<file path="src/rtl/npp_pkg.sv">
// shared widths, types and codes of the nearest point on polyline unit
package npp_pkg;

    localparam int COORD_BITS = 24;
    localparam int DIFF_W     = COORD_BITS + 1;
    localparam int MUL_W      = COORD_BITS + 2;
    localparam int PROD_W     = 2 * MUL_W;
    localparam int LEN_W      = 2 * COORD_BITS + 2;
    localparam int DOTM_W     = 2 * COORD_BITS + 2;
    localparam int NUM_W      = 3 * COORD_BITS + 2;
    localparam int QUOT_W     = COORD_BITS + 1;
    localparam int CNT_W      = $clog2(QUOT_W);
    localparam int FOOT_W     = COORD_BITS + 3;
    localparam int DIST_W     = 2 * COORD_BITS + 3;
    localparam int CFG_IDX_W  = 1;

    localparam logic [CFG_IDX_W-1:0] REG_QUERY_X = 1'b0;
    localparam logic [CFG_IDX_W-1:0] REG_QUERY_Y = 1'b1;

    typedef struct packed {
        logic signed [COORD_BITS-1:0] vertex_x;
        logic signed [COORD_BITS-1:0] vertex_y;
        logic                         final_vertex;
    } t_in_item;

    typedef struct packed {
        logic signed [COORD_BITS-1:0] nearest_x;
        logic signed [COORD_BITS-1:0] nearest_y;
    } t_out_item;

    typedef enum logic [3:0] {
        S_IDLE,
        S_DIST_X,
        S_DIST_Y,
        S_DIST_CMP,
        S_LEN_X,
        S_LEN_Y,
        S_DOT_X,
        S_DOT_Y,
        S_DOT_SUM,
        S_NUM_LO,
        S_NUM_HI,
        S_DIV_START,
        S_DIV_WAIT,
        S_FOOT,
        S_BOX,
        S_DONE
    } t_state;

endpackage

</file>
<file path="src/rtl/npp_div.sv">
// restoring divider, one quotient bit per cycle
module npp_div (
    input  logic                       i_clk,
    input  logic                       i_rst_n,
    input  logic                       i_start,
    input  logic [npp_pkg::NUM_W-1:0]  i_num,
    input  logic [npp_pkg::LEN_W-1:0]  i_den,
    output logic                       o_done,
    output logic [npp_pkg::QUOT_W-1:0] o_quot
);
    import npp_pkg::*;

    logic              r_busy;
    logic              r_done;
    logic [CNT_W-1:0]  r_cnt;
    logic [LEN_W-1:0]  r_rem;
    logic [QUOT_W-1:0] r_nlo;
    logic [QUOT_W-1:0] r_quot;

    logic [LEN_W:0]    trial;
    logic [LEN_W+1:0]  diff;
    logic              take;

    assign trial = {r_rem, r_nlo[QUOT_W-1]};
    assign diff  = {1'b0, trial} - {2'b00, i_den};
    assign take  = ~diff[LEN_W+1];

    always_ff @(posedge i_clk) begin
        if (!i_rst_n) begin
            r_busy <= 1'b0;
            r_done <= 1'b0;
            r_cnt  <= '0;
        end else begin
            r_done <= 1'b0;
            if (i_start) begin
                r_busy <= 1'b1;
                r_cnt  <= '0;
            end else if (r_busy) begin
                r_cnt <= r_cnt + 1'b1;
                if (r_cnt == CNT_W'(QUOT_W - 1)) begin
                    r_busy <= 1'b0;
                    r_done <= 1'b1;
                end
            end
        end
    end

    always_ff @(posedge i_clk) begin
        if (i_start) begin
            r_rem <= LEN_W'(i_num[NUM_W-1:QUOT_W]);
            r_nlo <= i_num[QUOT_W-1:0];
        end else if (r_busy) begin
            r_rem  <= take ? diff[LEN_W-1:0] : trial[LEN_W-1:0];
            r_nlo  <= {r_nlo[QUOT_W-2:0], 1'b0};
            r_quot <= {r_quot[QUOT_W-2:0], take};
        end
    end

    assign o_done = r_done;
    assign o_quot = r_quot;

endmodule

</file>
<file path="src/rtl/nearest_point_on_polyline_unit.sv">
// nearest point on polyline: sequencer, shared multiplier and candidate tracking
//
// Vertices arrive one item at a time as signed Q12.12 points; the query point sits in
// two config registers (index 0 x, index 1 y). Every vertex and every in-box foot of
// the perpendicular onto a segment is a candidate; the first one with the smallest
// squared distance wins. An item flagged final_vertex produces one result (the best
// point) and clears the polyline state. The block takes one item at a time and drops
// ready while it works. All products run through one 26x26 multiplier, one per cycle,
// and the two foot offsets go through one restoring divider at one quotient bit per
// cycle. A first vertex only weighs its own distance, a zero-length segment stops
// once its length is known, and any other vertex also runs both divisions before
// ready returns. A final result waits in an output register; the next item is taken
// while it waits, but a later final result holds until it is taken.
module nearest_point_on_polyline_unit (
    input  logic                              i_clk,
    input  logic                              i_rst_n,
    input  logic                              i_cfg_we,
    input  logic [npp_pkg::CFG_IDX_W-1:0]     i_cfg_idx,
    input  logic [npp_pkg::COORD_BITS-1:0]    i_cfg_data,
    input  logic                              i_in_valid,
    output logic                              o_in_ready,
    input  npp_pkg::t_in_item                 i_in_data,
    output logic                              o_out_valid,
    input  logic                              i_out_ready,
    output npp_pkg::t_out_item                o_out_data
);
    import npp_pkg::*;

    localparam int C = COORD_BITS;

    t_state                    r_state, n_state;
    logic signed [C-1:0]       r_qx, n_qx, r_qy, n_qy;
    logic signed [C-1:0]       r_cur_x, n_cur_x, r_cur_y, n_cur_y;
    logic                      r_final, n_final;
    logic signed [C-1:0]       r_prev_x, n_prev_x, r_prev_y, n_prev_y;
    logic                      r_have_prev, n_have_prev;
    logic signed [C-1:0]       r_best_x, n_best_x, r_best_y, n_best_y;
    logic [DIST_W-1:0]         r_best_dist, n_best_dist;
    logic signed [DIFF_W-1:0]  r_dx, n_dx, r_dy, n_dy;
    logic signed [DIFF_W-1:0]  r_vx, n_vx, r_vy, n_vy;
    logic signed [DIFF_W-1:0]  r_ux, n_ux, r_uy, n_uy;
    logic                      r_foot_phase, n_foot_phase;
    logic signed [PROD_W-1:0]  r_prod, n_prod;
    logic signed [PROD_W-1:0]  r_acc, n_acc;
    logic [LEN_W-1:0]          r_len2, n_len2;
    logic [DOTM_W-1:0]         r_dot_mag, n_dot_mag;
    logic                      r_dot_neg, n_dot_neg;
    logic [C-1:0]              r_vmag, n_vmag;
    logic                      r_vneg, n_vneg;
    logic                      r_comp, n_comp;
    logic signed [FOOT_W-1:0]  r_foot_x, n_foot_x, r_foot_y, n_foot_y;
    logic                      r_out_valid, n_out_valid;
    t_out_item                 r_out_data, n_out_data;

    logic signed [MUL_W-1:0]   mul_a, mul_b;
    logic signed [PROD_W:0]    acc_sum;
    logic [PROD_W:0]           dot_abs;
    logic [NUM_W-1:0]          num;
    logic                      div_start;
    logic                      div_done;
    logic [QUOT_W-1:0]         div_quot;
    logic signed [C-1:0]       cand_x, cand_y;
    logic signed [FOOT_W-1:0]  quot_w, offset, prev_c, foot_c;
    logic signed [FOOT_W-1:0]  px_w, py_w, cx_w, cy_w;
    logic signed [FOOT_W-1:0]  fdx, fdy;
    logic                      in_box;
    logic signed [C-1:0]       vin_x, vin_y;

    npp_div u_div (
        .i_clk   (i_clk),
        .i_rst_n (i_rst_n),
        .i_start (div_start),
        .i_num   (num),
        .i_den   (r_len2),
        .o_done  (div_done),
        .o_quot  (div_quot)
    );

    assign vin_x   = i_in_data.vertex_x;
    assign vin_y   = i_in_data.vertex_y;
    assign acc_sum = {r_acc[PROD_W-1], r_acc} + {r_prod[PROD_W-1], r_prod};
    assign dot_abs = acc_sum[PROD_W] ? $unsigned(-acc_sum) : $unsigned(acc_sum);
    assign num     = NUM_W'($unsigned(r_acc)) + (NUM_W'($unsigned(r_prod)) << (C + 1));
    assign cand_x  = r_foot_phase ? r_foot_x[C-1:0] : r_cur_x;
    assign cand_y  = r_foot_phase ? r_foot_y[C-1:0] : r_cur_y;

    assign quot_w  = signed'(FOOT_W'(div_quot));
    assign offset  = (r_vneg ^ r_dot_neg) ? -quot_w : quot_w;
    assign prev_c  = r_comp ? FOOT_W'(r_prev_y) : FOOT_W'(r_prev_x);
    assign foot_c  = prev_c + offset;

    assign px_w    = FOOT_W'(r_prev_x);
    assign py_w    = FOOT_W'(r_prev_y);
    assign cx_w    = FOOT_W'(r_cur_x);
    assign cy_w    = FOOT_W'(r_cur_y);
    assign in_box  = ((r_foot_x >= px_w && r_foot_x <= cx_w) ||
                      (r_foot_x >= cx_w && r_foot_x <= px_w)) &&
                     ((r_foot_y >= py_w && r_foot_y <= cy_w) ||
                      (r_foot_y >= cy_w && r_foot_y <= py_w));
    assign fdx     = FOOT_W'(r_qx) - r_foot_x;
    assign fdy     = FOOT_W'(r_qy) - r_foot_y;

    assign n_prod  = mul_a * mul_b;

    always_comb begin
        n_state      = r_state;
        n_qx         = r_qx;
        n_qy         = r_qy;
        n_cur_x      = r_cur_x;
        n_cur_y      = r_cur_y;
        n_final      = r_final;
        n_prev_x     = r_prev_x;
        n_prev_y     = r_prev_y;
        n_have_prev  = r_have_prev;
        n_best_x     = r_best_x;
        n_best_y     = r_best_y;
        n_best_dist  = r_best_dist;
        n_dx         = r_dx;
        n_dy         = r_dy;
        n_vx         = r_vx;
        n_vy         = r_vy;
        n_ux         = r_ux;
        n_uy         = r_uy;
        n_foot_phase = r_foot_phase;
        n_acc        = r_acc;
        n_len2       = r_len2;
        n_dot_mag    = r_dot_mag;
        n_dot_neg    = r_dot_neg;
        n_vmag       = r_vmag;
        n_vneg       = r_vneg;
        n_comp       = r_comp;
        n_foot_x     = r_foot_x;
        n_foot_y     = r_foot_y;
        n_out_valid  = r_out_valid && !i_out_ready;
        n_out_data   = r_out_data;
        mul_a        = '0;
        mul_b        = '0;
        div_start    = 1'b0;
        o_in_ready   = 1'b0;

        if (i_cfg_we && i_cfg_idx == REG_QUERY_X) begin
            n_qx = i_cfg_data;
        end
        if (i_cfg_we && i_cfg_idx == REG_QUERY_Y) begin
            n_qy = i_cfg_data;
        end

        case (r_state)
            S_IDLE: begin
                o_in_ready = 1'b1;
                if (i_in_valid) begin
                    n_cur_x      = vin_x;
                    n_cur_y      = vin_y;
                    n_final      = i_in_data.final_vertex;
                    n_dx         = DIFF_W'(r_qx) - DIFF_W'(vin_x);
                    n_dy         = DIFF_W'(r_qy) - DIFF_W'(vin_y);
                    n_vx         = DIFF_W'(vin_x) - DIFF_W'(r_prev_x);
                    n_vy         = DIFF_W'(vin_y) - DIFF_W'(r_prev_y);
                    n_ux         = DIFF_W'(r_qx) - DIFF_W'(r_prev_x);
                    n_uy         = DIFF_W'(r_qy) - DIFF_W'(r_prev_y);
                    n_foot_phase = 1'b0;
                    n_state      = S_DIST_X;
                end
            end
            S_DIST_X: begin
                mul_a   = MUL_W'(r_dx);
                mul_b   = MUL_W'(r_dx);
                n_state = S_DIST_Y;
            end
            S_DIST_Y: begin
                mul_a   = MUL_W'(r_dy);
                mul_b   = MUL_W'(r_dy);
                n_acc   = r_prod;
                n_state = S_DIST_CMP;
            end
            S_DIST_CMP: begin
                if (acc_sum[DIST_W-1:0] < r_best_dist) begin
                    n_best_dist = acc_sum[DIST_W-1:0];
                    n_best_x    = cand_x;
                    n_best_y    = cand_y;
                end
                if (!r_foot_phase && r_have_prev) begin
                    n_state = S_LEN_X;
                end else begin
                    n_state = S_DONE;
                end
            end
            S_LEN_X: begin
                mul_a   = MUL_W'(r_vx);
                mul_b   = MUL_W'(r_vx);
                n_state = S_LEN_Y;
            end
            S_LEN_Y: begin
                mul_a   = MUL_W'(r_vy);
                mul_b   = MUL_W'(r_vy);
                n_acc   = r_prod;
                n_state = S_DOT_X;
            end
            S_DOT_X: begin
                mul_a  = MUL_W'(r_vx);
                mul_b  = MUL_W'(r_ux);
                n_len2 = acc_sum[LEN_W-1:0];
                if (acc_sum[LEN_W-1:0] == '0) begin
                    n_state = S_DONE;
                end else begin
                    n_state = S_DOT_Y;
                end
            end
            S_DOT_Y: begin
                mul_a   = MUL_W'(r_vy);
                mul_b   = MUL_W'(r_uy);
                n_acc   = r_prod;
                n_state = S_DOT_SUM;
            end
            S_DOT_SUM: begin
                n_dot_mag = dot_abs[DOTM_W-1:0];
                n_dot_neg = acc_sum[PROD_W];
                n_comp    = 1'b0;
                n_vmag    = r_vx[DIFF_W-1] ? C'($unsigned(-r_vx)) : C'($unsigned(r_vx));
                n_vneg    = r_vx[DIFF_W-1];
                n_state   = S_NUM_LO;
            end
            S_NUM_LO: begin
                mul_a   = signed'(MUL_W'(r_vmag));
                mul_b   = signed'(MUL_W'(r_dot_mag[C:0]));
                n_state = S_NUM_HI;
            end
            S_NUM_HI: begin
                mul_a   = signed'(MUL_W'(r_vmag));
                mul_b   = signed'(MUL_W'(r_dot_mag[DOTM_W-1:C+1]));
                n_acc   = r_prod;
                n_state = S_DIV_START;
            end
            S_DIV_START: begin
                div_start = 1'b1;
                n_state   = S_DIV_WAIT;
            end
            S_DIV_WAIT: begin
                if (div_done) begin
                    n_state = S_FOOT;
                end
            end
            S_FOOT: begin
                if (!r_comp) begin
                    n_foot_x = foot_c;
                    n_comp   = 1'b1;
                    n_vmag   = r_vy[DIFF_W-1] ? C'($unsigned(-r_vy)) : C'($unsigned(r_vy));
                    n_vneg   = r_vy[DIFF_W-1];
                    n_state  = S_NUM_LO;
                end else begin
                    n_foot_y = foot_c;
                    n_state  = S_BOX;
                end
            end
            S_BOX: begin
                if (in_box) begin
                    n_foot_phase = 1'b1;
                    n_dx         = fdx[DIFF_W-1:0];
                    n_dy         = fdy[DIFF_W-1:0];
                    n_state      = S_DIST_X;
                end else begin
                    n_state = S_DONE;
                end
            end
            S_DONE: begin
                if (!r_final) begin
                    n_prev_x    = r_cur_x;
                    n_prev_y    = r_cur_y;
                    n_have_prev = 1'b1;
                    n_state     = S_IDLE;
                end else if (!r_out_valid || i_out_ready) begin
                    n_out_valid          = 1'b1;
                    n_out_data.nearest_x = r_best_x;
                    n_out_data.nearest_y = r_best_y;
                    n_prev_x             = '0;
                    n_prev_y             = '0;
                    n_have_prev          = 1'b0;
                    n_best_x             = '0;
                    n_best_y             = '0;
                    n_best_dist          = '1;
                    n_state              = S_IDLE;
                end
            end
            default: begin
                n_state = S_IDLE;
            end
        endcase
    end

    always_ff @(posedge i_clk) begin
        if (!i_rst_n) begin
            r_state     <= S_IDLE;
            r_qx        <= '0;
            r_qy        <= '0;
            r_prev_x    <= '0;
            r_prev_y    <= '0;
            r_have_prev <= 1'b0;
            r_best_x    <= '0;
            r_best_y    <= '0;
            r_best_dist <= '1;
            r_out_valid <= 1'b0;
        end else begin
            r_state     <= n_state;
            r_qx        <= n_qx;
            r_qy        <= n_qy;
            r_prev_x    <= n_prev_x;
            r_prev_y    <= n_prev_y;
            r_have_prev <= n_have_prev;
            r_best_x    <= n_best_x;
            r_best_y    <= n_best_y;
            r_best_dist <= n_best_dist;
            r_out_valid <= n_out_valid;
        end
    end

    always_ff @(posedge i_clk) begin
        r_cur_x      <= n_cur_x;
        r_cur_y      <= n_cur_y;
        r_final      <= n_final;
        r_dx         <= n_dx;
        r_dy         <= n_dy;
        r_vx         <= n_vx;
        r_vy         <= n_vy;
        r_ux         <= n_ux;
        r_uy         <= n_uy;
        r_foot_phase <= n_foot_phase;
        r_prod       <= n_prod;
        r_acc        <= n_acc;
        r_len2       <= n_len2;
        r_dot_mag    <= n_dot_mag;
        r_dot_neg    <= n_dot_neg;
        r_vmag       <= n_vmag;
        r_vneg       <= n_vneg;
        r_comp       <= n_comp;
        r_foot_x     <= n_foot_x;
        r_foot_y     <= n_foot_y;
        r_out_data   <= n_out_data;
    end

    assign o_out_valid = r_out_valid;
    assign o_out_data  = r_out_data;

endmodule

</file>
<file path="config.mk">
export PLATFORM = sky130hd
export DESIGN_NAME = nearest_point_on_polyline_unit
export DESIGN_NICKNAME = d
export VERILOG_FILES = /design/src/rtl/npp_pkg.sv /design/src/rtl/npp_div.sv /design/src/rtl/nearest_point_on_polyline_unit.sv
export SDC_FILE = /design/constraint.sdc
export NUM_CORES = 2
export LEC_CHECK = 0
export ABC_CLOCK_PERIOD_IN_PS = 9520
export BUFFER_PORTS_ARGS = -buffer_cell sky130_fd_sc_hd__clkbuf_2
export CAP_MARGIN = 20
export CORE_MARGIN = 2
export CORE_UTILIZATION = 55
export CTS_CLUSTER_DIAMETER = 60
export CTS_CLUSTER_SIZE = 20
export DETAILED_ROUTE_END_ITERATION = 7
export GPL_TIMING_DRIVEN = 0
export PLACE_DENSITY = 0.74
export SETUP_SLACK_MARGIN = 0.2
export SYNTH_ARGS = -nofsm -noshare
export SYNTH_HDL_FRONTEND = slang
export SYNTH_HIERARCHICAL = 1
export SYNTH_SLANG_ARGS = --single-unit
</file>
<file path="constraint.sdc">
create_clock -name i_clk -period 9.52 [get_ports i_clk]
set_input_delay 1.428 -clock i_clk [delete_from_list [all_inputs] [get_ports i_clk]]
set_output_delay 1.428 -clock i_clk [all_outputs]
set_load 0.03 [all_outputs]
</file>
==> results <==
- The later pin in the worst-skew pair is clocked with a latency of about 0.75 ns.
- The most frequent cell on the critical path is sky130_fd_sc_hd__fa_1.
- STA classifies the critical path endpoint as a flop.
- The number of synthesized flops with an enable pin is 580.
- After Yosys synthesis, full adders, half adders and majority gates account for between 20 and 30% of the synthesized area.
- The HPWL after detailed placement is about 220 mm.
- The multi-input combinational cells in the finished layout cover a total of between 40000 and 50000 um^2.
- By area, the combinational part of the netlist is dominated by adder cells.
- The initial DRC count is about 6700.
- On the final layout, the worst clock skew is between 0.07 and 0.08 ns.
- Across all hold checks on the routed design, the worst slack comes to about 0.42 ns.
- The top-level port count is around 130.
- The warning count from the yosys run is 6.
- Setup repair after global routing left no endpoint under its margin.
- The clock buffer count from CTS is 84.
- The number of nets with antenna violations after routing is 0.
- IR analysis of the VDD net gives a maximum drop of 0.4069 mV.
- The synthesized netlist net count is between 9000 and 10000.
- CTS built an H-tree with a depth of 3.
- Setup violations remaining at the end of the flow were counted as 0.
- The per-cell routed wire length is approximately 27 um.
- The number of endpoints with negative hold slack in the final report is 0.
- The number of vias in the routed layout is just over 60000.
- From synthesis to final layout, the design area changed by 11.66%.
- The maximum clock rate is between 0.1 and 0.15 GHz.
- The largest driver fanout on the critical path is 10.
- The largest stage delay on the critical path is around 0.56 ns.
- The initial core utilization is ~55%.
- The worst pin sits at a relative slew slack of roughly 16%.
- Clock-pin slew was measured on the worst setup and hold paths at roughly 0.080 ns.
- In the global route stage, met2 resource usage came out at 61.93%.
- The area enclosed by the die boundary is 140600 um^2.
- Dividing total power by cell area gives a power density of about 290 nW/um^2.
- The data required time at the worst endpoint is 10.04 ns.
- A synthesized cell averages around 9.5 um^2.
- The library cell used most frequently in the layout, excluding fill and tap cells, is sky130_fd_sc_hd__inv_1.
- The worst setup slack after layout is between 0.2 and 0.3 ns.
- The XOR/XNOR share of the synthesized area is 5.056%.
- By area the synthesized netlist is led by sky130_fd_sc_hd__edfxtp_1, sky130_fd_sc_hd__fa_1, sky130_fd_sc_hd__ha_1, sky130_fd_sc_hd__dfxtp_1, sky130_fd_sc_hd__inv_1.
- Cells with a size suffix above 1 make up about a tenth of the layout.
- The library cells used most frequently in the layout, excluding fill and tap cells, are sky130_fd_sc_hd__inv_1, sky130_fd_sc_hd__nand2_1, sky130_fd_sc_hd__nor2_1, sky130_fd_sc_hd__fa_1, sky130_fd_sc_hd__ha_1.
- The number of antenna violations at the first check in global routing is 10.
- TritonCTS built the clock tree.
- The met3 demand-to-capacity share in global routing is ~5.8%.
- The synthesized design spends more area on one cell type than any other, namely sky130_fd_sc_hd__edfxtp_1.
- OpenSTA, run right after detailed placement, puts the worst setup slack at -3.692 ns.
- The count of nets after finishing is roughly 9700.
- After detailed routing, the number of vias per cell comes to 6.114.
- The final layout contains routed wiring with a total length of around 270 mm.
- The total count of max-transition violations in the final report is 0.
- The share of synthesized area occupied by flip-flops and latches is roughly 30%.
- The final global-route overflow total is 0.
- The total core area is approximately 140000 um^2.
- Across the whole layout, storage elements account for between 20000 and 25000 um^2.
- Before antenna repair, the detailed router went through 6 iterations.
- The met1 usage is about half.
- The arrival time of the worst setup path is a little under 10 ns.
- The synthesized design devotes to its leading area cell type between 20% and 30% of total area.
- The count of max-cap constraint violations is 0.
- The synthesized netlist cell count is 7964.
- The flow ran to the end, and the final reports show no timing, DRC or antenna violations.
- The die is 374.9 um wide.
- The transition time at the pin with the least slew margin is roughly 1.3 ns.
- The fraction of synthesis flops using an asynchronous set or reset pin is 0%.
- The netlist uses between 100 and 150 different library cells.
- The first global-routing pass estimated roughly 400 mm of wire.
- The leakage dissipation is 37.70 nW.
- The floorplan step set the die height to approximately 370 um.
- The maximum count of clock buffers along a single path is 3.
- The cell with the largest stage delay on the worst path is sky130_fd_sc_hd__xor2_1.
- The count of buffers added on input and output ports is about 130.
- The post-detailed-route DRC marker count is 0.
- At the end of routability-driven placement, the weighted congestion stood at between 1 and 1.5.
- The time the worst path needs with I/O delays and setup is 9.256 ns.
- The placement row count is 136.
- The cell at the root of the clock tree is sky130_fd_sc_hd__clkbuf_16.
- The portion of netlist area occupied by mux cells is 3.578%.
- The global-route usage over all layers is between 30 and 40%.
- The worst setup path is launched from a flop.
- The tightest min-delay check is of the flop to flop type.
- The share of the cycle needed by the critical path after routing is 97.22%.
- After synthesis the netlist holds a flip-flop and latch count of roughly 840.
- The area of the mapped netlist is between 70000 and 80000 um^2.
- Summing the areas of all compound-gate instances in the mapped netlist gives 12.08% of the synthesized area.
- Measured on the finished design, the core utilization comes to between 60% and 70%.
- The synthesized-area fraction occupied by and/or/nand/nor cells is a little over an eighth.
- The via count of the first global-routing pass came to around 62000.
- The number of fillers in the final layout is 11490.
- Entering global routing, the biggest net connects between 60 and 70 pins.
- The number of sinks handled by clock tree synthesis is between 800 and 900.
- The critical setup path kind is flop to flop.
- met2 is the most crowded layer.
- The commonest register cell after synthesis is sky130_fd_sc_hd__edfxtp_1.
- The number of hold-repair buffers added at the cts stage is 0.
metal layers:
layer  wire, um  vias to the layer above
li1           -                    27430
met5         58                        -
met4      23890                        8
met2     124100                     3038
met3      21520                      792
met1     103000                    30820
area by class of cell:
| class | count | share of cell area [%] |
|---|---|---|
| Tap cell | 1794 | 2.656 |
| Multi-Input combinational cell | 5715 | 57.55 |
| Timing Repair Buffer | 238 | 2.146 |
| Clock buffer | 88 | 2.556 |
| Antenna cell | 2 | 0.005923 |
| Buffer | 287 | 2.187 |
| Sequential cell | 841 | 26.80 |
| Inverter | 1120 | 4.999 |
| Clock inverter | 70 | 1.096 |
synth_stat cells, types with 36 or more instances:
cell type	instances
sky130_fd_sc_hd__o21a_1	58
sky130_fd_sc_hd__nand4_1	66
sky130_fd_sc_hd__a21o_1	153
sky130_fd_sc_hd__a22oi_1	97
sky130_fd_sc_hd__inv_1	1113
sky130_fd_sc_hd__edfxtp_1	580
sky130_fd_sc_hd__and2_1	90
sky130_fd_sc_hd__fa_1	703
sky130_fd_sc_hd__nand2_1	797
sky130_fd_sc_hd__nor3_1	95
sky130_fd_sc_hd__clkbuf_1	253
sky130_fd_sc_hd__o31ai_1	36
sky130_fd_sc_hd__nand3_1	125
sky130_fd_sc_hd__mux2_2	82
sky130_fd_sc_hd__nand2b_1	73
sky130_fd_sc_hd__nor2b_1	94
sky130_fd_sc_hd__mux2i_1	176
sky130_fd_sc_hd__ha_1	609
sky130_fd_sc_hd__xnor2_1	285
sky130_fd_sc_hd__xor2_1	150
sky130_fd_sc_hd__a21oi_1	434
sky130_fd_sc_hd__dfxtp_1	261
sky130_fd_sc_hd__and3_1	57
sky130_fd_sc_hd__o21ai_0	309
sky130_fd_sc_hd__nor2_1	754
power by group:
group          leakage (nW)  switching, mW  internal [mW]
combinational          28.7           10.2           5.20
clock                  1.49           1.86           1.82
sequential             7.55          0.419           4.60
critical path, delay by kind of cell, from the launching register on:
family,cells,cell delay (ns)
and+or+nand+nor,4,0.71
AOI/OAI and AO/OA,11,2.06
adders and majority gates,8,3.93
buffers and inverters,9,1.30
xor gates and xnor gates,1,0.56
DFF,1,0.45
kinds of logic after synthesis:
family / Yosys count
muxes: 260
AOI/OAI and AO/OA: 1416
DFF: 841
xor gates and xnor gates: 436
adders and majority gates: 1312
buffers and inverters: 1408
and+or+nand+nor: 2291
what timing repair did:
action                     in CTS  in global routing
setup endpoints to repair      37                  9
gates cloned                    3                  0
pin swaps                      40                 34
buffers inserted               51                 27
gates resized for setup       383                105
per-stage QoR:
stage	total power [mW]	std cells	area [um^2]	TNS, ns
after global placement	19.03	9886	78560	-79.56
after global routing	25.28	10150	84490	0
after detailed placement	19.32	9912	79040	-66.52
after floorplan	13.83	7964	75680	0
final	24.09	10160	84500	0
after CTS	23.46	10120	83960	0
flip-flops by register name, indices dropped and copies added, names as in the netlist, 27 cells and up:
name / flops
r_acc: 52
r_prod: 52
r_best_dist: 51
r_dot_mag: 50
r_len2: 50
u_div/r_rem: 50
o_out_data: 48
r_foot_x: 27
r_foot_y: 27
path summary, 6_finish.rpt:
| path | endpoint | cells after the start | slack [ns] | startpoint |
|---|---|---|---|---|
| setup / recovery | r_prod[40] | 33 | 0.26 | r_state[0] |
| hold reg to reg | r_acc[51] | 0 | 0.42 | r_prod[51] |
| hold / removal | r_acc[51] | 0 | 0.42 | r_prod[51] |
| setup reg to reg | r_prod[40] | 33 | 0.26 | r_state[0] |
(Power assumes the default switching activity.)
